## src/rtl/core/ffa_ram.sv

```systemverilog
// Generic single-write, single-read synchronous RAM with registered read data.
module ffa_ram #(
    parameter int WIDTH = 64,
    parameter int DEPTH = 64
) (
    input  logic                     i_clk,
    input  logic                     i_wr_en,
    input  logic [$clog2(DEPTH)-1:0] i_wr_addr,
    input  logic [WIDTH-1:0]         i_wr_data,
    input  logic                     i_rd_en,
    input  logic [$clog2(DEPTH)-1:0] i_rd_addr,
    output logic [WIDTH-1:0]         o_rd_data
);
    logic [WIDTH-1:0] r_mem [DEPTH];
    logic [WIDTH-1:0] r_rd_data;

    // Write port
    always_ff @(posedge i_clk) begin
        if (i_wr_en) begin
            r_mem[i_wr_addr] <= i_wr_data;
        end
    end

    // Read port, read data registered
    always_ff @(posedge i_clk) begin
        if (i_rd_en) begin
            r_rd_data <= r_mem[i_rd_addr];
        end
    end

    assign o_rd_data = r_rd_data;
endmodule

```

## config.mk

```make
export PLATFORM = sky130hd
export DESIGN_NAME = ffa_ram
export DESIGN_NICKNAME = d
export VERILOG_FILES = /design/src/rtl/core/ffa_ram.sv
export SDC_FILE = /design/constraint.sdc
export NUM_CORES = 2
export LEC_CHECK = 0
export BUFFER_PORTS_ARGS = -buffer_cell sky130_fd_sc_hd__buf_2
export CORE_ASPECT_RATIO = 0.6
export CORE_MARGIN = 3
export CORE_UTILIZATION = 28
export CTS_CLUSTER_DIAMETER = 150
export CTS_CLUSTER_SIZE = 10
export DETAILED_ROUTE_END_ITERATION = 10
export HOLD_SLACK_MARGIN = 0.05
export PLACE_DENSITY = 0.47
export SLEW_MARGIN = 15
export SYNTH_ARGS = -nofsm -noshare
export SYNTH_HDL_FRONTEND = slang
export SYNTH_SLANG_ARGS = --single-unit
```

## constraint.sdc

```tcl
create_clock -name i_clk -period 18.8 [get_ports i_clk]
set_input_delay 5.64 -clock i_clk [delete_from_list [all_inputs] [get_ports i_clk]]
set_output_delay 5.64 -clock i_clk [all_outputs]
set_load 0.01 [all_outputs]
```

==> metrics <==
status=finished, final reports clean; critical path required time=19.52 ns; Core Area=0.5570 mm^2; Syn Nets=6677; reg2reg path depth=5; slowest stage cell, crit path=buf_4; CTS tree=done; first-pass GRT wire length=702.3 mm; CTS Hold Bufs=0; post-synth cell types=32; power density over cell area=105.8 mW/mm^2; clock-pin slew on the worst setup and hold paths=0.05 ns; worst hold stages=4; die width=972.7 um; post-DR wirelength/cell=36.20 um; number of synthesized register bits=4160; Crit path depth=9; synth top area cells=edfxtp_1 (80%), mux4_2 (15%), mux2i_1 (0.86%), a22oi_1 (0.80%), buf_2 (0.54%); min Tclk post-route=9.230 ns; Max-cap violations=0; antenna violations before repair=70; GRT Util Overall=0.1792; antenna-violating nets left=0; Critical Path AT=9.95 ns; htree depth=5; DIE AREA=0.5700 mm^2; Post-synth top cells=edfxtp_1 (4160), mux4_2 (1024), buf_2 (170); worst clock skew=0.07903 ns; GPL Wtd Cong=0.7367; sequential area share after synthesis=0.7957; GRT overflow=0; Clock Power Share=0.408; Post-CTS Setup Inserts=0; Slew Viols, Final=0; vias per cell=5.368; row count=212; yosys warns=0; Net Switching=0.004173 W; worst-case clock buffer depth=4; initial DRC count=11.47k; setup_tns=0 ns; drt total wl=525.1 mm; top-count cell post-synth=edfxtp_1; WP buf/inv=4; I/O pin cnt=143; Vert. Die Dim=586.0 um; IO buf count=142; clock latency on the worst-skew pair=1.00 ns; Initial Utilization=0.2818; Worst slew margin=0.1875; EDFF count, synth=4160; sequential power share=0.544; post-layout util=0.3230; Max Freq=0.1083 GHz; top_reg_cell synth=edfxtp_1; post-synth top area cell=edfxtp_1; endpoints failing hold=0; syn_area_per_cell=23.79 um^2; DRC errors left=0; CP startpoint kind=input port; Critical Path, Cell by Cell=buf_12, buf_4, buf_4, buf_4, mux4_2, nor2b_1, a211oi_1, o22ai_1, and3_1; Filler cells=52.15k; Gate power share=0.048; Num CTS Buffers=453; drt pass-1 iters=5; CTS Root Cell=clkbuf_16; crit-path max FO=66; crit-path leading delay family=buffers and inverters; RSZ-0062 raised after global routing=false; Worst path max stage delay=0.80 ns; cell mode on critical path=buf_4; HP Class=flip-flop to flip-flop; crit end category=flip-flop; cell internal pwr=0.01486 W; asr flop ratio synth=0; post-route clock period utilization=0.4909; final net count=7128; Switching Fraction=0.2193; VDD IR max=0.09535 mV; # resized after CTS=0; Mapped Cells=6598; Via Count=77.88k; Slew @ Worst Pin=1.216 ns; vias in the first global route=76.50k; CTS Sinks=4160; Area Growth Syn to Fin=14.61%; static leakage=54.37 nW; crit path kind=input port to flip-flop; Finish-stage setup viols=0; Synth Cell Area=0.1570 mm^2; top cell type's share of synthesized area=0.7957; largest net degree at the start of global routing=113; DPL Wire Length=281.2 mm; layout cells sized above 1=0.2799
-- final timing paths --
kind                                       to  slack, ns          start
worst max-delay path            o_rd_data[48]       9.57   i_rd_addr[0]
worst min-delay path            o_rd_data[10]       0.91  r_mem[53][10]
worst max register to register  o_rd_data[54]      16.46  r_mem[44][54]
worst min register to register  o_rd_data[10]       0.91  r_mem[53][10]
-- area by class of cell --
| class | instances | area (um^2) | area share |
|---|---|---|---|
| Antenna cell | 49 | 122.6 | 0.0006815 |
| Clock buffer | 453 | 11340 | 0.06301 |
| Clock inverter | 28 | 575.6 | 0.003199 |
| Inverter | 19 | 71.32 | 0.0003964 |
| Multi-Input combinational cell | 2049 | 30800 | 0.1712 |
| Sequential cell | 4160 | 124900 | 0.6943 |
| Tap cell | 7383 | 9238 | 0.05134 |
| Timing Repair Buffer | 366 | 2856 | 0.01588 |
-- metrics by stage --
stage / power (W) / std cells / setup slack, ns / area [um^2] / hold WS, ns
6_report: 0.01903 / 14510 / 9.570 / 179900 / 0.9140
5_1_grt: 0.01962 / 14460 / 9.162 / 179800 / 0.9724
4_1_cts: 0.01922 / 14450 / 9.436 / 179600 / 0.9126
3_5_place_dp: 0.01147 / 13970 / 8.358 / 167700 / 0.9033
3_3_place_gp: 0.01145 / 13970 / 8.405 / 167600 / 0.8994
2_1_floorplan: 0.01099 / 6598 / 7.724 / 157000 / 0.8648
-- worst register-to-register path, stage by stage (launching register included) --
cell	delay, ns
edfxtp_1	0.37
mux4_2	0.48
mux2i_1	0.15
nand2_1	0.08
a31oi_1	0.87
a211oi_1	0.10
-- flip-flops by register name (all words and copies together), names as in the netlist --
| signal | count |
|---|---|
| r_mem | 4096 |
| o_rd_data | 64 |
-- per-layer routing --
layer,share of wire,global-route usage
met5,0.00022,0
met2,0.42,0.2564
met3,0.097,0.04086
met4,0.018,0.03049
met1,0.46,0.2811
-- cells by family after synthesis --
logic type / share of synthesized area
simple gates: 0.01235
flops: 0.7957
mux: 0.1555
buf+inv: 0.01176
compound gates: 0.02467
-- power groups by stage --
stage	registers, W	logic, W	clock network, W
after floorplan	0.0105	0.000479	0
after global placement	0.0105	0.000908	0
after detailed placement	0.0105	0.000924	0
after CTS	0.0104	0.000925	0.00794
after global routing	0.0103	0.000974	0.00829
final	0.0103	0.000916	0.00777
-- cells in the final DEF (no fill, tap or decap), drive strengths merged --
cell type     n
a2bb2oi      19
nand3b        2
a41oi        26
inv          30
mux2i       135
buf         366
nor2        112
o221ai       38
nor2b        28
diode        49
nand2b       11
nor3          2
or2          28
and3         64
nand4b        1
edfxtp     4160
and2          3
mux4       1024
a31oi        18
nand3        45
nand2        58
a31o          1
a22o         88
or3b          1
a211oi       63
a22oi       168
clkinv       17
or3          29
nand4         2
clkbuf      453
o22ai        83
No activity file was read; power rests on OpenSTA's default activity.
