$ cat src/rtl/core/ffa_pkg.sv
// Shared constants, codes and types of the first-fit region allocator.
package ffa_pkg;

    // Table geometry
    localparam int MAX_REGIONS = 64;
    localparam int ADDR_W      = $clog2(MAX_REGIONS);
    localparam int CNT_W       = $clog2(MAX_REGIONS + 1);

    // Field widths
    localparam int DATA_W  = 32;
    localparam int ALIGN_W = 17;
    localparam int STAT_W  = 2;

    // Wide arithmetic for candidate offsets and sums (no wrap)
    localparam int CW        = 36;
    localparam int DIV_BITS  = 4;
    localparam int DIV_STEPS = CW / DIV_BITS;
    localparam int DIV_CNT_W = $clog2(DIV_STEPS);

    localparam logic [DATA_W-1:0] BLOCK_BYTES_RST = 32'd524288000;

    // Commands
    localparam logic CMD_ALLOC   = 1'b0;
    localparam logic CMD_RELEASE = 1'b1;

    // Result status codes
    localparam logic [STAT_W-1:0] ST_OK        = 2'd0;
    localparam logic [STAT_W-1:0] ST_NO_SPACE  = 2'd1;
    localparam logic [STAT_W-1:0] ST_NOT_FOUND = 2'd2;
    localparam logic [STAT_W-1:0] ST_FULL      = 2'd3;

    typedef struct packed {
        logic                command;
        logic [DATA_W-1:0]   request_size;
        logic [ALIGN_W-1:0]  alignment;
        logic [DATA_W-1:0]   release_offset;
    } t_item;

    typedef struct packed {
        logic [STAT_W-1:0]   status;
        logic [DATA_W-1:0]   region_offset;
        logic [DATA_W-1:0]   region_size;
    } t_result;

    // One stored region
    typedef struct packed {
        logic [DATA_W-1:0]   start;
        logic [DATA_W-1:0]   length;
    } t_entry;

    typedef struct packed {
        logic                start;
        logic [CW-1:0]       dividend;
        logic [ALIGN_W-1:0]  divisor;
    } t_div_req;

    typedef struct packed {
        logic                done;
        logic [ALIGN_W-1:0]  rem;
    } t_div_rsp;

    typedef struct packed {
        logic                rd_en;
        logic [ADDR_W-1:0]   rd_addr;
        logic                wr_en;
        logic [ADDR_W-1:0]   wr_addr;
        t_entry              wr_data;
    } t_ram_cmd;

endpackage

$ cat src/rtl/core/ffa_ctrl.sv
// Sequencer: size rounding, first-fit walk, sorted insertion and release over the table RAM.
module ffa_ctrl (
    input  logic                          i_clk,
    input  logic                          i_rst_n,
    input  logic                          i_in_valid,
    output logic                          o_in_ready,
    input  ffa_pkg::t_item                i_item,
    input  logic [ffa_pkg::DATA_W-1:0]    i_block_bytes,
    output logic                          o_res_valid,
    input  logic                          i_res_ready,
    output ffa_pkg::t_result              o_res,
    output ffa_pkg::t_div_req             o_div_req,
    input  ffa_pkg::t_div_rsp             i_div_rsp,
    output ffa_pkg::t_ram_cmd             o_ram,
    input  ffa_pkg::t_entry               i_ram_rdata
);
    import ffa_pkg::*;

    localparam logic [3:0] S_IDLE    = 4'd0;
    localparam logic [3:0] S_SZ_WAIT = 4'd1;
    localparam logic [3:0] S_CHECK   = 4'd2;
    localparam logic [3:0] S_WK_RD   = 4'd3;
    localparam logic [3:0] S_WK_EV   = 4'd4;
    localparam logic [3:0] S_EW_WAIT = 4'd5;
    localparam logic [3:0] S_SH_RD   = 4'd6;
    localparam logic [3:0] S_SH_EV   = 4'd7;
    localparam logic [3:0] S_RL_RD   = 4'd8;
    localparam logic [3:0] S_RL_EV   = 4'd9;
    localparam logic [3:0] S_RS_RD   = 4'd10;
    localparam logic [3:0] S_RS_EV   = 4'd11;
    localparam logic [3:0] S_FIN     = 4'd12;

    logic [3:0]          r_state,   n_state;
    logic [CNT_W-1:0]    r_count,   n_count;
    logic [CNT_W-1:0]    r_idx,     n_idx;
    logic [ALIGN_W-1:0]  r_align,   n_align;
    logic [DATA_W-1:0]   r_off,     n_off;
    logic [CW-1:0]       r_val,     n_val;
    logic [CW-1:0]       r_size,    n_size;
    logic [CW-1:0]       r_cand,    n_cand;
    t_result             r_res,     n_res;

    logic [ALIGN_W-1:0]  w_align_in;
    logic [CW-1:0]       w_adj;
    logic [CW-1:0]       w_rounded;
    logic [CW-1:0]       w_s;
    logic [CW-1:0]       w_e;
    logic [CW-1:0]       w_cand_end;
    logic                w_overlap;
    logic                w_too_big;
    logic [CNT_W-1:0]    w_idx_m1;
    t_entry              w_new;

    // Arithmetic around the walk
    assign w_align_in = (i_item.alignment == '0) ? ALIGN_W'(1) : i_item.alignment;
    assign w_adj      = (i_div_rsp.rem == '0) ? '0 : CW'(r_align - i_div_rsp.rem);
    assign w_rounded  = r_val + w_adj;
    assign w_s        = CW'(i_ram_rdata.start);
    assign w_e        = CW'(i_ram_rdata.start) + CW'(i_ram_rdata.length);
    assign w_cand_end = r_cand + r_size;
    // touching counts as overlap
    assign w_overlap  = (w_cand_end >= w_s) && (w_e >= r_cand);
    assign w_too_big  = w_cand_end > CW'(i_block_bytes);
    assign w_idx_m1   = r_idx - 1'b1;
    assign w_new      = '{start: r_cand[DATA_W-1:0], length: r_size[DATA_W-1:0]};

    // Next-state logic
    always_comb begin
        n_state = r_state;
        n_count = r_count;
        n_idx   = r_idx;
        n_align = r_align;
        n_off   = r_off;
        n_val   = r_val;
        n_size  = r_size;
        n_cand  = r_cand;
        n_res   = r_res;

        o_in_ready  = 1'b0;
        o_res_valid = 1'b0;

        o_div_req.start    = 1'b0;
        o_div_req.dividend = r_val;
        o_div_req.divisor  = r_align;

        o_ram.rd_en   = 1'b0;
        o_ram.rd_addr = r_idx[ADDR_W-1:0];
        o_ram.wr_en   = 1'b0;
        o_ram.wr_addr = r_idx[ADDR_W-1:0];
        o_ram.wr_data = w_new;

        unique case (r_state)
            S_IDLE: begin
                o_in_ready = 1'b1;
                if (i_in_valid) begin
                    n_align = w_align_in;
                    n_off   = i_item.release_offset;
                    n_cand  = '0;
                    n_idx   = '0;
                    n_res   = '{status: ST_OK, region_offset: '0, region_size: '0};
                    if (i_item.command == CMD_RELEASE) begin
                        n_state = S_RL_RD;
                    end else if (r_count >= CNT_W'(MAX_REGIONS)) begin
                        n_res.status = ST_FULL;
                        n_state      = S_FIN;
                    end else begin
                        // round the request size up to the alignment
                        o_div_req.start    = 1'b1;
                        o_div_req.dividend = CW'(i_item.request_size);
                        o_div_req.divisor  = w_align_in;
                        n_val              = CW'(i_item.request_size);
                        n_state            = S_SZ_WAIT;
                    end
                end
            end
            S_SZ_WAIT: begin
                if (i_div_rsp.done) begin
                    n_size  = w_rounded;
                    n_state = S_CHECK;
                end
            end
            S_CHECK: begin
                if (w_too_big) begin
                    n_res.status = ST_NO_SPACE;
                    n_state      = S_FIN;
                end else if (r_idx == r_count) begin
                    // walk done; insertion scans down from the top
                    n_state = S_SH_RD;
                end else begin
                    n_state = S_WK_RD;
                end
            end
            S_WK_RD: begin
                o_ram.rd_en = 1'b1;
                n_state     = S_WK_EV;
            end
            S_WK_EV: begin
                n_idx = r_idx + 1'b1;
                if (w_overlap) begin
                    // move candidate past this region, aligned
                    o_div_req.start    = 1'b1;
                    o_div_req.dividend = w_e;
                    n_val              = w_e;
                    n_state            = S_EW_WAIT;
                end else begin
                    n_state = S_CHECK;
                end
            end
            S_EW_WAIT: begin
                if (i_div_rsp.done) begin
                    n_cand  = w_rounded;
                    n_state = S_CHECK;
                end
            end
            S_SH_RD: begin
                if (r_idx == '0) begin
                    o_ram.wr_en = 1'b1;
                    n_count     = r_count + 1'b1;
                    n_res       = '{status: ST_OK, region_offset: r_cand[DATA_W-1:0],
                                    region_size: r_size[DATA_W-1:0]};
                    n_state     = S_FIN;
                end else begin
                    o_ram.rd_en   = 1'b1;
                    o_ram.rd_addr = w_idx_m1[ADDR_W-1:0];
                    n_state       = S_SH_EV;
                end
            end
            S_SH_EV: begin
                o_ram.wr_en = 1'b1;
                if (w_s > r_cand) begin
                    // entry starts after the new one: move it up a slot
                    o_ram.wr_data = i_ram_rdata;
                    n_idx         = w_idx_m1;
                    n_state       = S_SH_RD;
                end else begin
                    n_count = r_count + 1'b1;
                    n_res   = '{status: ST_OK, region_offset: r_cand[DATA_W-1:0],
                                region_size: r_size[DATA_W-1:0]};
                    n_state = S_FIN;
                end
            end
            S_RL_RD: begin
                if (r_idx == r_count) begin
                    n_res.status = ST_NOT_FOUND;
                    n_state      = S_FIN;
                end else begin
                    o_ram.rd_en = 1'b1;
                    n_state     = S_RL_EV;
                end
            end
            S_RL_EV: begin
                n_idx = r_idx + 1'b1;
                if (i_ram_rdata.start == r_off) begin
                    n_state = S_RS_RD;
                end else begin
                    n_state = S_RL_RD;
                end
            end
            S_RS_RD: begin
                if (r_idx == r_count) begin
                    n_count = r_count - 1'b1;
                    n_state = S_FIN;
                end else begin
                    o_ram.rd_en = 1'b1;
                    n_state     = S_RS_EV;
                end
            end
            S_RS_EV: begin
                // close the gap: move entry down a slot
                o_ram.wr_en   = 1'b1;
                o_ram.wr_addr = w_idx_m1[ADDR_W-1:0];
                o_ram.wr_data = i_ram_rdata;
                n_idx         = r_idx + 1'b1;
                n_state       = S_RS_RD;
            end
            S_FIN: begin
                o_res_valid = 1'b1;
                if (i_res_ready) begin
                    n_state = S_IDLE;
                end
            end
            default: begin
                n_state = S_IDLE;
            end
        endcase
    end

    // Control registers
    always_ff @(posedge i_clk) begin
        if (!i_rst_n) begin
            r_state <= S_IDLE;
            r_count <= '0;
        end else begin
            r_state <= n_state;
            r_count <= n_count;
        end
    end

    // Working registers
    always_ff @(posedge i_clk) begin
        r_idx   <= n_idx;
        r_align <= n_align;
        r_off   <= n_off;
        r_val   <= n_val;
        r_size  <= n_size;
        r_cand  <= n_cand;
        r_res   <= n_res;
    end

    assign o_res = r_res;

    // Checks
    a_count_max: assert property (@(posedge i_clk) disable iff (!i_rst_n)
        r_count <= CNT_W'(MAX_REGIONS))
        else $error("region count above table size");

    a_count_step: assert property (@(posedge i_clk) disable iff (!i_rst_n)
        i_rst_n |=> (r_count == $past(r_count) || r_count == $past(r_count) + 1'b1 ||
                     r_count == $past(r_count) - 1'b1))
        else $error("region count moved by more than one");

    a_wr_range: assert property (@(posedge i_clk) disable iff (!i_rst_n)
        o_ram.wr_en |-> ({1'b0, o_ram.wr_addr} <= r_count))
        else $error("table write beyond the filled part");

    a_div_wait: assert property (@(posedge i_clk) disable iff (!i_rst_n)
        o_div_req.start |=> (r_state == S_SZ_WAIT || r_state == S_EW_WAIT))
        else $error("remainder started without waiting for it");

    a_idle_quiet: assert property (@(posedge i_clk) disable iff (!i_rst_n)
        (r_state == S_IDLE) |-> (!o_ram.wr_en && !o_ram.rd_en))
        else $error("table access while idle");
endmodule

$ cat config.mk
export PLATFORM = sky130hd
export DESIGN_NAME = ffa_ctrl
export DESIGN_NICKNAME = d
export VERILOG_FILES = /design/src/rtl/core/ffa_pkg.sv /design/src/rtl/core/ffa_ctrl.sv
export SDC_FILE = /design/constraint.sdc
export NUM_CORES = 1
export LEC_CHECK = 0
export BUFFER_PORTS_ARGS = -buffer_cell sky130_fd_sc_hd__clkbuf_2
export CORE_UTILIZATION = 35
export DETAILED_ROUTE_END_ITERATION = 6
export PLACE_DENSITY = 0.55
export SKIP_LAST_GASP = 1
export SLEW_MARGIN = 40
export SYNTH_ARGS = -nofsm -noshare
export SYNTH_HDL_FRONTEND = slang
export SYNTH_SLANG_ARGS = --single-unit
$ cat constraint.sdc
create_clock -name i_clk -period 12.95 [get_ports i_clk]
set_clock_uncertainty 0.1 [all_clocks]
set_input_delay 1.9425 -clock i_clk [delete_from_list [all_inputs] [get_ports i_clk]]
set_output_delay 1.9425 -clock i_clk [all_outputs]
set_load 0.005 [all_outputs]
==> out/results.txt <==
post-route cell area = 24600 um^2
ys flop type = edfxtp_1
Rel. slew slack = 0.427
ratio of cells with drive above 1 in the final layout = 0.211
Final Routed Wirelength = 83800 um
hpwl dp = 68400 um
largest fanout on the critical path = 18
yosys warns = 0
Post-Syn Area = 20600 um^2
Worst Tran Pin Value = 0.859 ns
Peak VDD IR = 0.000117 V
fillers = 5795
Via density = 5.64
fin util = 0.424
Final ANT Viol Nets = 0
H-tree level count = 2
CP required = 10.91 ns
Synth area leader = edfxtp_1
CTS sink cnt = 238
initial DRC count = 1636
most common cell in the synthesized netlist = ha_1
Chip Height = 245 um
IO Count = 400
Distinct cells, synth = 84
EDFF count, synth = 227
CTS Buf Count = 34
Die Width = 245 um
Cell Count, Final, Fillers Out = 3448
Cell Rows = 88
DIE AREA = 60000 um^2
synthesized area per cell = 9.01 um^2
Avg WL per Cell = 24.3 um
setup repair bufs after CTS = 0
unrepaired setup endpoints after global routing = no
initial antenna violation count = 1
hold slack final = 0.460 ns
outcome = completed
final max-slew violation count = 0
total negative slack = 0 ns
root buffer cell = clkbuf_16
Residual DRC = 0
Worst-Skew Late Latency = 0.56 ns
post-synth top area share = 0.330
RePlAce Congestion = 0.939
grt total ovfl = 0
layout net count = 3115
Area Overhead vs Synth = 19.2%
first-pass GRT wire length = 119000 um
largest net degree at the start of global routing = 79
worst-case clock buffer depth = 3
GRT Total Usage = 0.272
routed vias = 19449
register area share after synthesis = 0.341
number of port buffers = 396
kind of critical path = in -> out
period utilisation layout = 0.815
Post-synth top cells = ha_1 (255), nand2_1 (240), edfxtp_1 (227), inv_1 (175), a21oi_1 (167)
Leak = 11.4 nW
core area = 58000 um^2
Mapped Cells = 2292
# setup viols final = 0
Final Critical Period = 10.55 ns
Starting Density = 0.356
synth top area cells = edfxtp_1 (33%), ha_1 (15%), nand2_1 (4.4%)
CP endpoint kind = output port
FFs w/ async S/R, synth = 0
Fin. Hold Viols = 0
Worst-path clk slew = 0.05 ns
max frequency = 94.8 MHz
Placed Instances = 3383
Cell Area, Placed = 23400 um^2
post-CTS sizing = 0
Critical Path AT = 8.51 ns
vias in the first global route = 18553
power density over cell area = 273 nW/um^2
Synth Register Bits = 238
Worst Hold Class = reg -> reg
Post-CTS Hold Buffers = 0
CTS tree = yes
Worst setup SP type = primary input
drt first pass iters = 7
number of max-cap violations = 0
-- placed cells by master (no fill, tap or decap), drive strengths merged, types with 6 or more instances in the layout --
master,Yosys,layout
a22oi,8,8
o21bai,17,17
o31ai,7,7
nand2,241,241
nor3b,8,8
edfxtp,227,227
nor4,22,22
and2,43,43
nand3,39,39
o22ai,15,15
o221a,18,18
nor2,152,152
or3,25,25
and3,43,43
a221oi,9,9
and4,7,7
dfxtp,11,11
mux2i,13,13
a21o,85,85
mux2,38,38
nor3,38,38
a21oi,169,169
o21a,23,23
o21ai,153,153
xor2,57,57
clkbuf,79,438
clkinv,0,14
o211ai,11,11
nand4,36,36
a211oi,30,30
xnor2,93,93
inv,176,176
a311oi,6,6
a31oi,17,17
nand2b,22,22
buf,14,22
nor2b,16,16
ha,255,255
a2111oi,7,7
-- report_power, final --
part / internal (W) / leakage [nW] / switching [W] / total, W
clock: 0.000576 / 0.557 / 0.000386 / 0.000962
combinational: 0.00155 / 8.53 / 0.00263 / 0.00417
sequential: 0.00131 / 2.28 / 0.000280 / 0.00159
total: 0.00343 / 11.4 / 0.00329 / 0.00672
-- worst max-delay path, stage by stage --
cell and delay, ns:
clkbuf_2 0.16, ha_1 0.39, a21o_1 0.22, a2111oi_0 0.64, a21oi_1 0.27, a41oi_1 0.41, o21bai_1 0.12, a21oi_1 0.18
xor2_1 0.49, inv_1 0.10, ha_1 0.31, a21oi_1 0.07, o21ai_0 0.16, o21ai_0 0.10, o21ai_0 0.42, o21ai_0 0.28
a31oi_1 0.25, o21ai_0 0.21, a21oi_4 0.62, nand2_2 0.56, o221a_2 0.45, clkbuf_2 0.13
-- state kept, by name (all words and copies together) (netlist names) --
register and flops:
r_size 36, r_state 4, o_res 66, r_count 7, r_idx 7, r_off 32
r_cand 36, r_val 33, r_align 17
-- path summary, 6_finish.rpt --
kind	start	to	slack [ns]	depth (start not counted)
setup / recovery	i_ram_rdata[40]	o_div_req[28]	2.40	22
hold / removal	r_count[1]	r_count[1]	0.46	2
setup reg to reg	r_size[1]	r_val[1]	5.39	23
hold reg to reg	r_count[1]	r_count[1]	0.46	2
-- cell type report --
| cell class | count | area, um^2 | area share |
|---|---|---|---|
| clock buffer | 42 | 975 | 0.0396 |
| clock inverter | 20 | 164 | 0.00666 |
| tap | 765 | 957 | 0.0389 |
| sequential | 238 | 7040 | 0.286 |
| antenna | 2 | 5.00 | 0.000203 |
| inverter | 176 | 661 | 0.0268 |
| timing repair buffer | 418 | 2170 | 0.0880 |
| multi-input combinational | 1787 | 12600 | 0.514 |
-- cell families after synthesis --
group,Yosys count,share of synthesized area
AND/OR/NAND/NOR,706,0.165
AO/OA/AOI/OAI,617,0.194
buffers and inverters,269,0.0501
adder cells (fa/ha/maj),260,0.159
flip-flops,238,0.341
XOR/XNOR,150,0.0636
multiplexers,51,0.0270
other,1,0.000182
-- layer usage --
metal / vias to the layer above / part of all wire / global-route usage / routed length, um
met1: 9340 / 0.44 / 0.370 / 37300
met5: - / 0 / 0 / 0
met2: 865 / 0.44 / 0.423 / 36900
met4: 0 / 0.041 / 0.114 / 3450
li1: 9107 / - / - / -
met3: 137 / 0.073 / 0.0450 / 6150
-- metrics by stage --
| step | setup WS (ns) | power, W |
|---|---|---|
| floorplan | 4.05 | 0.00410 |
| global placement | 2.65 | 0.00563 |
| detailed placement | 2.50 | 0.00571 |
| CTS | 2.46 | 0.00670 |
| global route | 2.10 | 0.00716 |
| finish | 2.40 | 0.00672 |
No activity file was read; power rests on OpenSTA's default activity.
