===== src/rtl/core/ffa_pkg.sv =====
// Shared constants, codes and types of the first-fit region allocator.
package ffa_pkg;

    // Table geometry
    localparam int MAX_REGIONS = 64;
    localparam int ADDR_W      = $clog2(MAX_REGIONS);
    localparam int CNT_W       = $clog2(MAX_REGIONS + 1);

    // Field widths
    localparam int DATA_W  = 32;
    localparam int ALIGN_W = 17;
    localparam int STAT_W  = 2;

    // Wide arithmetic for candidate offsets and sums (no wrap)
    localparam int CW        = 36;
    localparam int DIV_BITS  = 4;
    localparam int DIV_STEPS = CW / DIV_BITS;
    localparam int DIV_CNT_W = $clog2(DIV_STEPS);

    localparam logic [DATA_W-1:0] BLOCK_BYTES_RST = 32'd524288000;

    // Commands
    localparam logic CMD_ALLOC   = 1'b0;
    localparam logic CMD_RELEASE = 1'b1;

    // Result status codes
    localparam logic [STAT_W-1:0] ST_OK        = 2'd0;
    localparam logic [STAT_W-1:0] ST_NO_SPACE  = 2'd1;
    localparam logic [STAT_W-1:0] ST_NOT_FOUND = 2'd2;
    localparam logic [STAT_W-1:0] ST_FULL      = 2'd3;

    typedef struct packed {
        logic                command;
        logic [DATA_W-1:0]   request_size;
        logic [ALIGN_W-1:0]  alignment;
        logic [DATA_W-1:0]   release_offset;
    } t_item;

    typedef struct packed {
        logic [STAT_W-1:0]   status;
        logic [DATA_W-1:0]   region_offset;
        logic [DATA_W-1:0]   region_size;
    } t_result;

    // One stored region
    typedef struct packed {
        logic [DATA_W-1:0]   start;
        logic [DATA_W-1:0]   length;
    } t_entry;

    typedef struct packed {
        logic                start;
        logic [CW-1:0]       dividend;
        logic [ALIGN_W-1:0]  divisor;
    } t_div_req;

    typedef struct packed {
        logic                done;
        logic [ALIGN_W-1:0]  rem;
    } t_div_rsp;

    typedef struct packed {
        logic                rd_en;
        logic [ADDR_W-1:0]   rd_addr;
        logic                wr_en;
        logic [ADDR_W-1:0]   wr_addr;
        t_entry              wr_data;
    } t_ram_cmd;

endpackage


===== src/rtl/core/ffa_rem.sv =====
// Iterative remainder unit: dividend mod alignment, four quotient bits per cycle.
module ffa_rem (
    input  logic              i_clk,
    input  logic              i_rst_n,
    input  ffa_pkg::t_div_req i_req,
    output ffa_pkg::t_div_rsp o_rsp
);
    import ffa_pkg::*;

    localparam logic [DIV_CNT_W-1:0] LAST_STEP = DIV_CNT_W'(DIV_STEPS - 1);

    logic                 r_busy;
    logic                 r_done;
    logic [DIV_CNT_W-1:0] r_cnt;
    logic [CW-1:0]        r_dvd;
    logic [ALIGN_W-1:0]   r_div;
    logic [ALIGN_W-1:0]   r_rem;

    logic [CW-1:0]        n_dvd;
    logic [ALIGN_W-1:0]   n_rem;
    logic [ALIGN_W:0]     w_trial;

    // Restoring steps: shift in one dividend bit, subtract divisor if it fits
    always_comb begin
        n_dvd   = r_dvd;
        n_rem   = r_rem;
        w_trial = '0;
        for (int k = 0; k < DIV_BITS; k++) begin
            w_trial = {n_rem, n_dvd[CW-1]};
            if (w_trial >= {1'b0, r_div}) begin
                w_trial = w_trial - {1'b0, r_div};
            end
            n_rem = w_trial[ALIGN_W-1:0];
            n_dvd = {n_dvd[CW-2:0], 1'b0};
        end
    end

    // Control
    always_ff @(posedge i_clk) begin
        if (!i_rst_n) begin
            r_busy <= 1'b0;
            r_done <= 1'b0;
            r_cnt  <= '0;
        end else begin
            r_done <= 1'b0;
            if (i_req.start) begin
                r_busy <= 1'b1;
                r_cnt  <= '0;
            end else if (r_busy) begin
                r_cnt <= r_cnt + 1'b1;
                if (r_cnt == LAST_STEP) begin
                    r_busy <= 1'b0;
                    r_done <= 1'b1;
                end
            end
        end
    end

    // Datapath
    always_ff @(posedge i_clk) begin
        if (i_req.start) begin
            r_dvd <= i_req.dividend;
            r_div <= i_req.divisor;
            r_rem <= '0;
        end else if (r_busy) begin
            r_dvd <= n_dvd;
            r_rem <= n_rem;
        end
    end

    assign o_rsp.done = r_done;
    assign o_rsp.rem  = r_rem;
endmodule


===== config.mk =====
export PLATFORM = sky130hd
export DESIGN_NAME = ffa_rem
export DESIGN_NICKNAME = d
export VERILOG_FILES = /design/src/rtl/core/ffa_pkg.sv /design/src/rtl/core/ffa_rem.sv
export SDC_FILE = /design/constraint.sdc
export NUM_CORES = 1
export LEC_CHECK = 0
export BUFFER_PORTS_ARGS = -buffer_cell sky130_fd_sc_hd__buf_2
export CORE_UTILIZATION = 44
export DETAILED_ROUTE_END_ITERATION = 12
export PLACE_DENSITY = 0.68
export SYNTH_ARGS = -nofsm -noshare
export SYNTH_HDL_FRONTEND = slang
export SYNTH_SLANG_ARGS = --single-unit

===== constraint.sdc =====
create_clock -name i_clk -period 16.1 [get_ports i_clk]
set_input_delay 0 -clock i_clk [delete_from_list [all_inputs] [get_ports i_clk]]
set_output_delay 0 -clock i_clk [all_outputs]
set_load 0.005 [all_outputs]

==> results of run 1 <==
-- what timing repair did --
item,4_1_cts,5_1_grt
hold buffers,54,0
setup endpoints to repair,0,0
hold endpoints to repair,54,0
buffers inserted,0,0
-- registers in the layout, summed over array words and instances, names as in the netlist --
register,flops
r_cnt,4
r_dvd,36
r_div,17
r_rem,17
r_busy,1
r_done,1
-- layout by cell type, fill, tap and decap left out, types with 5 or more instances in the layout --
cell           instances
xnor2_1               38
dlygate4sd3_1         54
nand4_1                8
ha_1                  70
nor2b_1                8
nand3_1               15
nor3_1                16
a21oi_1               43
xor2_1                17
nand2_1               47
mux2_2                42
a211oi_1              17
clkbuf_16              9
inv_1                 47
a21o_1                21
o21bai_1               5
a221o_1               10
buf_2                 73
edfxtp_1              53
a31oi_1                5
o21a_1                 6
nor3b_1                5
o21ai_0               44
dfxtp_1               23
and2_1                 9
nor2_1                73
mux2i_1               21
nand2b_1              13
-- logic make-up (layout without fill, tap and decap cells) --
group                      Yosys count  count (layout)  synth area share
AOI/OAI and AO/OA                  199             199             0.201
xor gates and xnor gates            55              55            0.0706
adders and majority gates           74              74             0.140
buffers and inverters               68             193            0.0420
DFF                                 76              76             0.301
muxes                               63              63             0.100
and+or+nand+nor                    210             210             0.145
-- worst max-delay path: cells and delay by family (launching register included) --
kind | cells | cell delay (ns)
adders and majority gates | 4 | 1.72
buffers and inverters | 1 | 0.21
AOI/OAI and AO/OA | 23 | 7.56
and+or+nand+nor | 7 | 1.86
DFF | 1 | 0.45
muxes | 2 | 0.90
-- metal layers --
metal  routed length, um  vias up  share of wire
met3                 942       33          0.051
met5                   0        -              0
met2                8400      191           0.46
met4                 439        0          0.024
met1                8670     2855           0.47
li1                    -     3022              -
-- metrics by stage --
step                      hold WS [ns]  worst slack (ns)
final                            0.130              3.23
after floorplan                 0.0989              6.00
after global placement           0.177              3.82
after global routing             0.143              2.63
after detailed placement         0.178              3.46
after CTS                        0.131              3.37
-- how the worst min path moves through the flow --
stage / startpoint / end / slack (ns) / cells past startpoint
final: i_req[53] / r_div[16] / 0.13 / 1
after global routing: i_req[53] / r_div[16] / 0.14 / 1
after CTS: i_req[53] / r_div[16] / 0.13 / 1
after detailed placement: i_req[16] / r_div[16] / 0.18 / 1
after global placement: i_req[14] / r_div[14] / 0.18 / 1
after floorplan: i_req[0] / r_div[0] / 0.1 / 0
-- area by class of cell --
class,count,area (um2),share of cell area
tap,188,235,0.0287
sequential,76,2050,0.250
multi-input combinational,601,4490,0.547
timing repair buffer,130,928,0.113
clock buffer,10,229,0.0279
inverter,47,176,0.0215
clock inverter,6,87.6,0.0107
==> results.sh, run 1 <==
export IMPL_fin_nets=995
export IMPL_core_um2=15100
export IMPL_rsz0062_at_grt="false"
export IMPL_drcViolationCount=0
export IMPL_fin_tns_setup_ns=0
export IMPL_yosysTopAreaCell="edfxtp_1"
export IMPL_cp_slowest_stage_delay_ns=0.90
export IMPL_ys_flop_type="edfxtp_1"
export IMPL_grt_overflow_total=0
export IMPL_ctsResizeCount=0
export IMPL_drive_gt1_frac=0.167
export IMPL_antenna_found_initial=0
export IMPL_finalCriticalPeriod_ns=12.87
export IMPL_setup_violations=0
export IMPL_required_ns=16.32
export IMPL_hpwl_um=13500
export IMPL_final_hold_violation_count=0
export IMPL_hp_class="in -> reg"
export IMPL_drt_iter0_drc=413
export IMPL_tightestPinTransition_ns=1.11
export IMPL_yosysWarningCount=0
export IMPL_arrival_ns=13.09
export IMPL_fillerInstances=1365
export IMPL_drt_first_pass_iters=5
export IMPL_post_route_period_util=0.799
export IMPL_cts_root_buf="clkbuf_16"
export IMPL_synth_cell_types=65
export IMPL_postSynthAreaPerCell_um2=9.16
export IMPL_path_class="reg -> reg"
export IMPL_cap_viol_max_count=0
export IMPL_synth_area_leaders="edfxtp_1 23%, ha_1 13%, mux2_2 6.9%"
export IMPL_n_antenna_cell=0
export IMPL_async_flop_share=0
export IMPL_die_w_um=127
export IMPL_met1_usage=0.315
export IMPL_routedWlPerCell_um=17.4
export IMPL_die_h_um=127
export IMPL_yosys_register_bits=76
export IMPL_clock_sinks=76
export IMPL_syn_instance_count=745
export IMPL_area_delta_synth_final_pct=20.1
export IMPL_seq_area_frac_synth=0.301
export IMPL_synth_edf_count=53
export IMPL_slew_headroom=0.260
export IMPL_endpoint="r_rem[8]"
export IMPL_io_buffers=73
export IMPL_final_util=0.541
export IMPL_crit_path_end_kind="flip-flop"
export IMPL_cts_tree="done"
export IMPL_cp_max_fo=28
export IMPL_cp_startpoint="r_div[1]"
export IMPL_slowest_stage="a32o_1"
export IMPL_gp_congestion=0.966
export IMPL_r2r_slack_ns=3.23
export IMPL_reg2reg_to="r_rem[8]"
export IMPL_io_pins=74
export IMPL_place_inst=988
export IMPL_drv_slew=0
export IMPL_fin_area_um2=8190
export IMPL_r2r_start="r_div[1]"
export IMPL_stdcell_count=1058
export IMPL_fin_skew_ns=0.0128
export IMPL_yosysMostFrequentCell="nor2_1"
export IMPL_synth_top_area_share=0.233
export IMPL_viasPerCell=5.77
export IMPL_netlist_area_um2=6820
export IMPL_synthTopCellsByCount="73 x nor2_1, 70 x ha_1, 53 x edfxtp_1"
export IMPL_ant_nets=0
export IMPL_grt_pass1_vias=5789
export IMPL_grt_pass1_wl_um=29200
export IMPL_status="finished clean"
export IMPL_grt_max_degree=58
export IMPL_initial_core_util=0.451
export IMPL_die_area_um2=16000
export IMPL_grt_usage=0.234
export IMPL_wl_um=18400
export IMPL_met2_usage=0.382
export IMPL_placementRows=45
export IMPL_critPathLaunchType="flip-flop"
export IMPL_synth_nets=875
export IMPL_r2r_cells=37
export IMPL_num_vias=6101
export IMPL_fmax_mhz=77.7
export IMPL_cts_inserted_buffers=9
export IMPL_met3_usage=0.0380
export IMPL_clk_latency_ns=0.34
export IMPL_cts_buffer_depth=2
export IMPL_top_usage_layer="met2"
export IMPL_placed_area_um2=7340
export IMPL_htreeDepth=3
export IMPL_clk_pin_slew_ns=0.06
Power of run 1 is left out: the tool's default activity adds up to more than one toggle a clock period on the data nets, which glitch-free logic cannot reach.
==> run 2, diff against run 1 <==
- PLACE_DENSITY: 0.68 -> 0.7
- clock period: 16.1 -> 11.01 ns (I/O delays scaled with it)
==> run 2 against run 1 <==
Maximum frequency up 24%. Largest cell class unchanged. Worst setup slack worse by 2.6 ns. Hold slack better by 0.24 ns. Sequential share of layout area down 0.26 points. Highest routed layer unchanged. Die area unchanged. Non-clock buffer count up 10. Critical endpoint is now r_rem[1].
==> results.sh, run 2 (synthesis results as in run 1) <==
export IMPL_drv_slew=0
export IMPL_finalCriticalPeriod_ns=10.35
export IMPL_die_h_um=127
export IMPL_arrival_ns=10.57
export IMPL_num_vias=6101
export IMPL_cts_inserted_buffers=9
export IMPL_final_util=0.547
export IMPL_final_hold_violation_count=0
export IMPL_grt_pass1_vias=5924
export IMPL_tightestPinTransition_ns=0.855
export IMPL_cts_buffer_depth=2
export IMPL_io_buffers=73
export IMPL_ant_nets=0
export IMPL_n_antenna_cell=0
export IMPL_initial_core_util=0.451
export IMPL_wl_um=18600
export IMPL_cap_viol_max_count=0
export IMPL_drive_gt1_frac=0.186
export IMPL_clock_sinks=76
export IMPL_die_area_um2=16000
export IMPL_slew_headroom=0.430
export IMPL_cp_slowest_stage_delay_ns=0.49
export IMPL_crit_top_cell="a21o_1"
export IMPL_regArea_um2=2050
export IMPL_cts_tree="done"
export IMPL_top_regs="r_dvd x36, r_div x17, r_rem x17"
export IMPL_slowest_stage="or3b_4"
export IMPL_multi_input_area_um2=4520
export IMPL_fin_nets=1005
export IMPL_grt_max_degree=70
export IMPL_required_ns=11.23
export IMPL_drcViolationCount=0
export IMPL_finalWorstSetupSlack_ns=0.663
export IMPL_hpwl_um=13800
export IMPL_grt_overflow_total=0
export IMPL_setup_violations=0
export IMPL_fmax_mhz=96.6
export IMPL_placementRows=45
export IMPL_drt_iter0_drc=436
export IMPL_die_w_um=127
export IMPL_critPathLaunchType="flip-flop"
export IMPL_core_um2=15100
export IMPL_fin_skew_ns=0.0160
export IMPL_fillerInstances=1301
export IMPL_gp_congestion=0.958
export IMPL_grt_pass1_wl_um=29700
export IMPL_viasPerCell=5.71
export IMPL_routedWlPerCell_um=17.4
export IMPL_area_delta_synth_final_pct=21.3
export IMPL_layout_commonest_cell="buf_2"
export IMPL_hp_class="in -> reg"
export IMPL_cts_root_buf="clkbuf_16"
export IMPL_grt_usage=0.239
export IMPL_io_pins=74
export IMPL_path_class="reg -> reg"
export IMPL_regMostFlops="r_dvd"
export IMPL_final_cell_mix="73 x buf_2, 72 x nor2_1, 70 x ha_1"
export IMPL_status="finished clean"
export IMPL_preCtsSetupSlack_ns=0.399
export IMPL_post_route_period_util=0.940
export IMPL_htreeDepth=3
export IMPL_whs_ns=0.366
export IMPL_clk_pin_slew_ns=0.07
export IMPL_largest_reg_flops=36
export IMPL_drt_first_pass_iters=5
export IMPL_cp_max_fo=21
export IMPL_antenna_found_initial=0
export IMPL_clk_latency_ns=0.35
export IMPL_crit_path_end_kind="flip-flop"
run 2: cell types whose count changed in the layout (fill, tap and decap cells not counted), sizes merged, moves of 2 or more:
cell / previous run / this run
buf: 76 / 85
bufinv: 2 / 0
clkinvlp: 0 / 2
inv: 48 / 50
run 2: critical path, delay by kind of cell, from the launching register on:
kind | cells | cell delay [ns]
fa+ha+maj | 4 | 1.45
flops | 1 | 0.48
mux | 2 | 0.64
compound gates | 22 | 4.94
buf+inv | 5 | 1.07
simple gates | 8 | 1.61
run 2: through the flow:
| step | instance area [um2] | setup TNS, ns | std cells |
|---|---|---|---|
| 5_1_grt | 8280 | -0.0610 | 1068 |
| 6_report | 8280 | 0 | 1068 |
| 4_1_cts | 8220 | 0 | 1065 |
| 2_1_floorplan | 6820 | 0 | 745 |
| 3_5_place_dp | 7380 | 0 | 994 |
| 3_3_place_gp | 7380 | 0 | 994 |
run 2: area by class of cell:
class,count,share of cell area
tap,188,0.0284
multi-input combinational,601,0.546
inverter,47,0.0218
clock inverter,7,0.00710
timing repair buffer,140,0.122
sequential,76,0.248
clock buffer,9,0.0272
run 2: what timing repair did:
action / CTS / global route
buffers inserted: 0 / 3
hold buffers: 55 / 0
gates resized for setup: 0 / 12
endpoints found under the setup margin: 0 / 17
endpoints found under the hold margin: 56 / 0
run 2: routing by layer:
layer,GRT usage,vias to the layer above,routed length [um]
li1,-,3031,-
met1,0.323,2866,8560
met2,0.394,179,8540
met3,0.0375,25,1140
met4,0.0709,0,328
met5,0,-,0
run 2: final timing paths:
check	slack, ns	cells past startpoint	startpoint	to
worst min register to register	0.53	2	r_cnt[3]	r_cnt[3]
worst min-delay path	0.37	2	i_req[2]	r_div[2]
worst max-delay path	0.66	41	r_div[1]	r_rem[1]
worst max register to register	0.66	41	r_div[1]	r_rem[1]
Power of run 2 is left out for the same reason.
==> run 3, diff against run 2 <==
- ABC_AREA: unset -> 1
- REMOVE_ABC_BUFFERS: unset -> 1
==> run 3 against run 2 <==
Register-to-register slack better by 1.7 ns. Synthesized cell count is 50% higher. Hold slack worse by 0.052 ns. Via count is 21% higher. Critical path depth is 11 higher. Sequential share of layout area is 1.6 points lower.
==> results.sh, run 3 <==
export IMPL_gp_congestion=0.955
export IMPL_fin_nets=1364
export IMPL_fmax_mhz=116
export IMPL_drive_gt1_frac=0.0977
export IMPL_crit_path_end_kind="flip-flop"
export IMPL_wl_um=20000
export IMPL_yosysMostFrequentCell="nand2_1"
export IMPL_crit_top_cell="nand2_1"
export IMPL_preCtsSetupSlack_ns=2.47
export IMPL_synth_edf_count=53
export IMPL_grt_overflow_total=0
export IMPL_finalWorstSetupSlack_ns=2.37
export IMPL_io_pins=74
export IMPL_regMostFlops="r_dvd"
export IMPL_netlist_area_um2=7460
export IMPL_async_flop_share=0
export IMPL_num_vias=7361
export IMPL_final_cell_mix="426 x nand2_1, 165 x inv_1, 101 x nand3_1"
export IMPL_slowest_stage="edfxtp_1"
export IMPL_post_route_period_util=0.785
export IMPL_clock_sinks=76
export IMPL_cap_viol_max_count=0
export IMPL_setup_violations=0
export IMPL_antenna_found_initial=0
export IMPL_path_class="reg -> reg"
export IMPL_die_area_um2=17500
export IMPL_cp_max_fo=27
export IMPL_cts_tree="done"
export IMPL_seq_area_frac_synth=0.275
export IMPL_cp_slowest_stage_delay_ns=0.48
export IMPL_ant_nets=0
export IMPL_synth_top_area_share=0.214
export IMPL_fin_tns_setup_ns=0
export IMPL_top_regs="r_dvd x36, r_div x17, r_rem x17"
export IMPL_fillerInstances=1631
export IMPL_largest_reg_flops=36
export IMPL_synth_area_leaders="nand2_1 21%, edfxtp_1 21%, ha_1 12%"
export IMPL_fin_skew_ns=0.00924
export IMPL_placementRows=47
export IMPL_core_um2=16600
export IMPL_n_antenna_cell=0
export IMPL_routedWlPerCell_um=13.7
export IMPL_grt_max_degree=59
export IMPL_tightestPinTransition_ns=1.17
export IMPL_drt_first_pass_iters=5
export IMPL_viasPerCell=5.05
export IMPL_synthTopCellsByCount="426 x nand2_1, 165 x inv_1, 101 x nand3_1"
export IMPL_yosysTopAreaCell="nand2_1"
export IMPL_grt_pass1_vias=6916
export IMPL_critPathLaunchType="flip-flop"
export IMPL_die_w_um=132
export IMPL_die_h_um=132
export IMPL_clk_latency_ns=0.34
export IMPL_status="finished clean"
export IMPL_final_hold_violation_count=0
export IMPL_area_delta_synth_final_pct=18.5
export IMPL_ys_flop_type="edfxtp_1"
export IMPL_ctsResizeCount=0
export IMPL_required_ns=11.23
export IMPL_drt_iter0_drc=505
export IMPL_cts_buffer_depth=2
export IMPL_cts_root_buf="clkbuf_16"
export IMPL_initial_core_util=0.450
export IMPL_drv_slew=0
export IMPL_hpwl_um=15600
export IMPL_cts_inserted_buffers=9
export IMPL_yosys_register_bits=76
export IMPL_synth_cell_types=45
export IMPL_yosysWarningCount=0
export IMPL_postSynthAreaPerCell_um2=6.69
export IMPL_arrival_ns=8.87
export IMPL_clk_pin_slew_ns=0.06
export IMPL_rsz0062_at_grt="false"
export IMPL_layout_commonest_cell="nand2_1"
export IMPL_grt_pass1_wl_um=32800
export IMPL_slew_headroom=0.220
export IMPL_hp_class="in -> reg"
export IMPL_syn_instance_count=1115
export IMPL_io_buffers=73
export IMPL_drcViolationCount=0
export IMPL_grt_usage=0.234
export IMPL_htreeDepth=3
export IMPL_finalCriticalPeriod_ns=8.64
run 3: routing by layer:
| layer | global-route usage | vias up | part of all wire |
|---|---|---|---|
| li1 | - | 3808 | - |
| met1 | 0.316 | 3318 | 0.47 |
| met4 | 0.0747 | 0 | 0.019 |
| met5 | 0 | - | 0 |
| met3 | 0.0296 | 32 | 0.051 |
| met2 | 0.387 | 203 | 0.46 |
run 3: what timing repair did:
action                    in CTS  in global routing
hold endpoints to repair      55                  0
buffers inserted               0                  0
hold buffers                  54                  0
run 3: logic make-up (layout without fill, tap and decap cells):
family	Yosys count	count (layout)	synth area share
AOI/OAI and AO/OA	112	112	0.0857
xor gates and xnor gates	46	46	0.0540
DFF	76	76	0.275
buffers and inverters	193	317	0.101
adders and majority gates	74	74	0.128
and+or+nand+nor	614	614	0.356
run 3: area by class of cell:
class / count / area, um2 / share of cell area
multi-input combinational: 846 / 4650 / 0.527
tap: 220 / 275 / 0.0311
sequential: 76 / 2050 / 0.232
inverter: 172 / 648 / 0.0733
timing repair buffer: 129 / 921 / 0.104
clock buffer: 12 / 236 / 0.0268
clock inverter: 4 / 52.6 / 0.00594
run 3: stage by stage:
stage	cells	hold WS, ns	util	cell area, um2
2_1_floorplan	1094	0.0784	-	7350
3_3_place_gp	1389	0.178	0.483	8010
3_5_place_dp	1389	0.178	0.483	8010
4_1_cts	1459	0.321	0.533	8840
5_1_grt	1459	0.335	0.533	8840
6_report	1459	0.314	0.533	8840
run 3: final timing paths:
check	from	end	slack (ns)	depth (start not counted)
setup / recovery	r_div[1]	r_rem[10]	2.37	52
hold / removal	i_req[53]	r_div[16]	0.31	2
setup reg to reg	r_div[1]	r_rem[10]	2.37	52
hold reg to reg	r_cnt[3]	r_cnt[3]	0.47	2
run 3: worst max-delay path, delay by kind of cell (launching register included):
family / cells / cell delay, ns
and+or+nand+nor: 35 / 4.36
adders and majority gates: 4 / 1.48
AOI/OAI and AO/OA: 6 / 1.48
buffers and inverters: 7 / 0.70
DFF: 1 / 0.48
Power of run 3 is left out for the same reason.
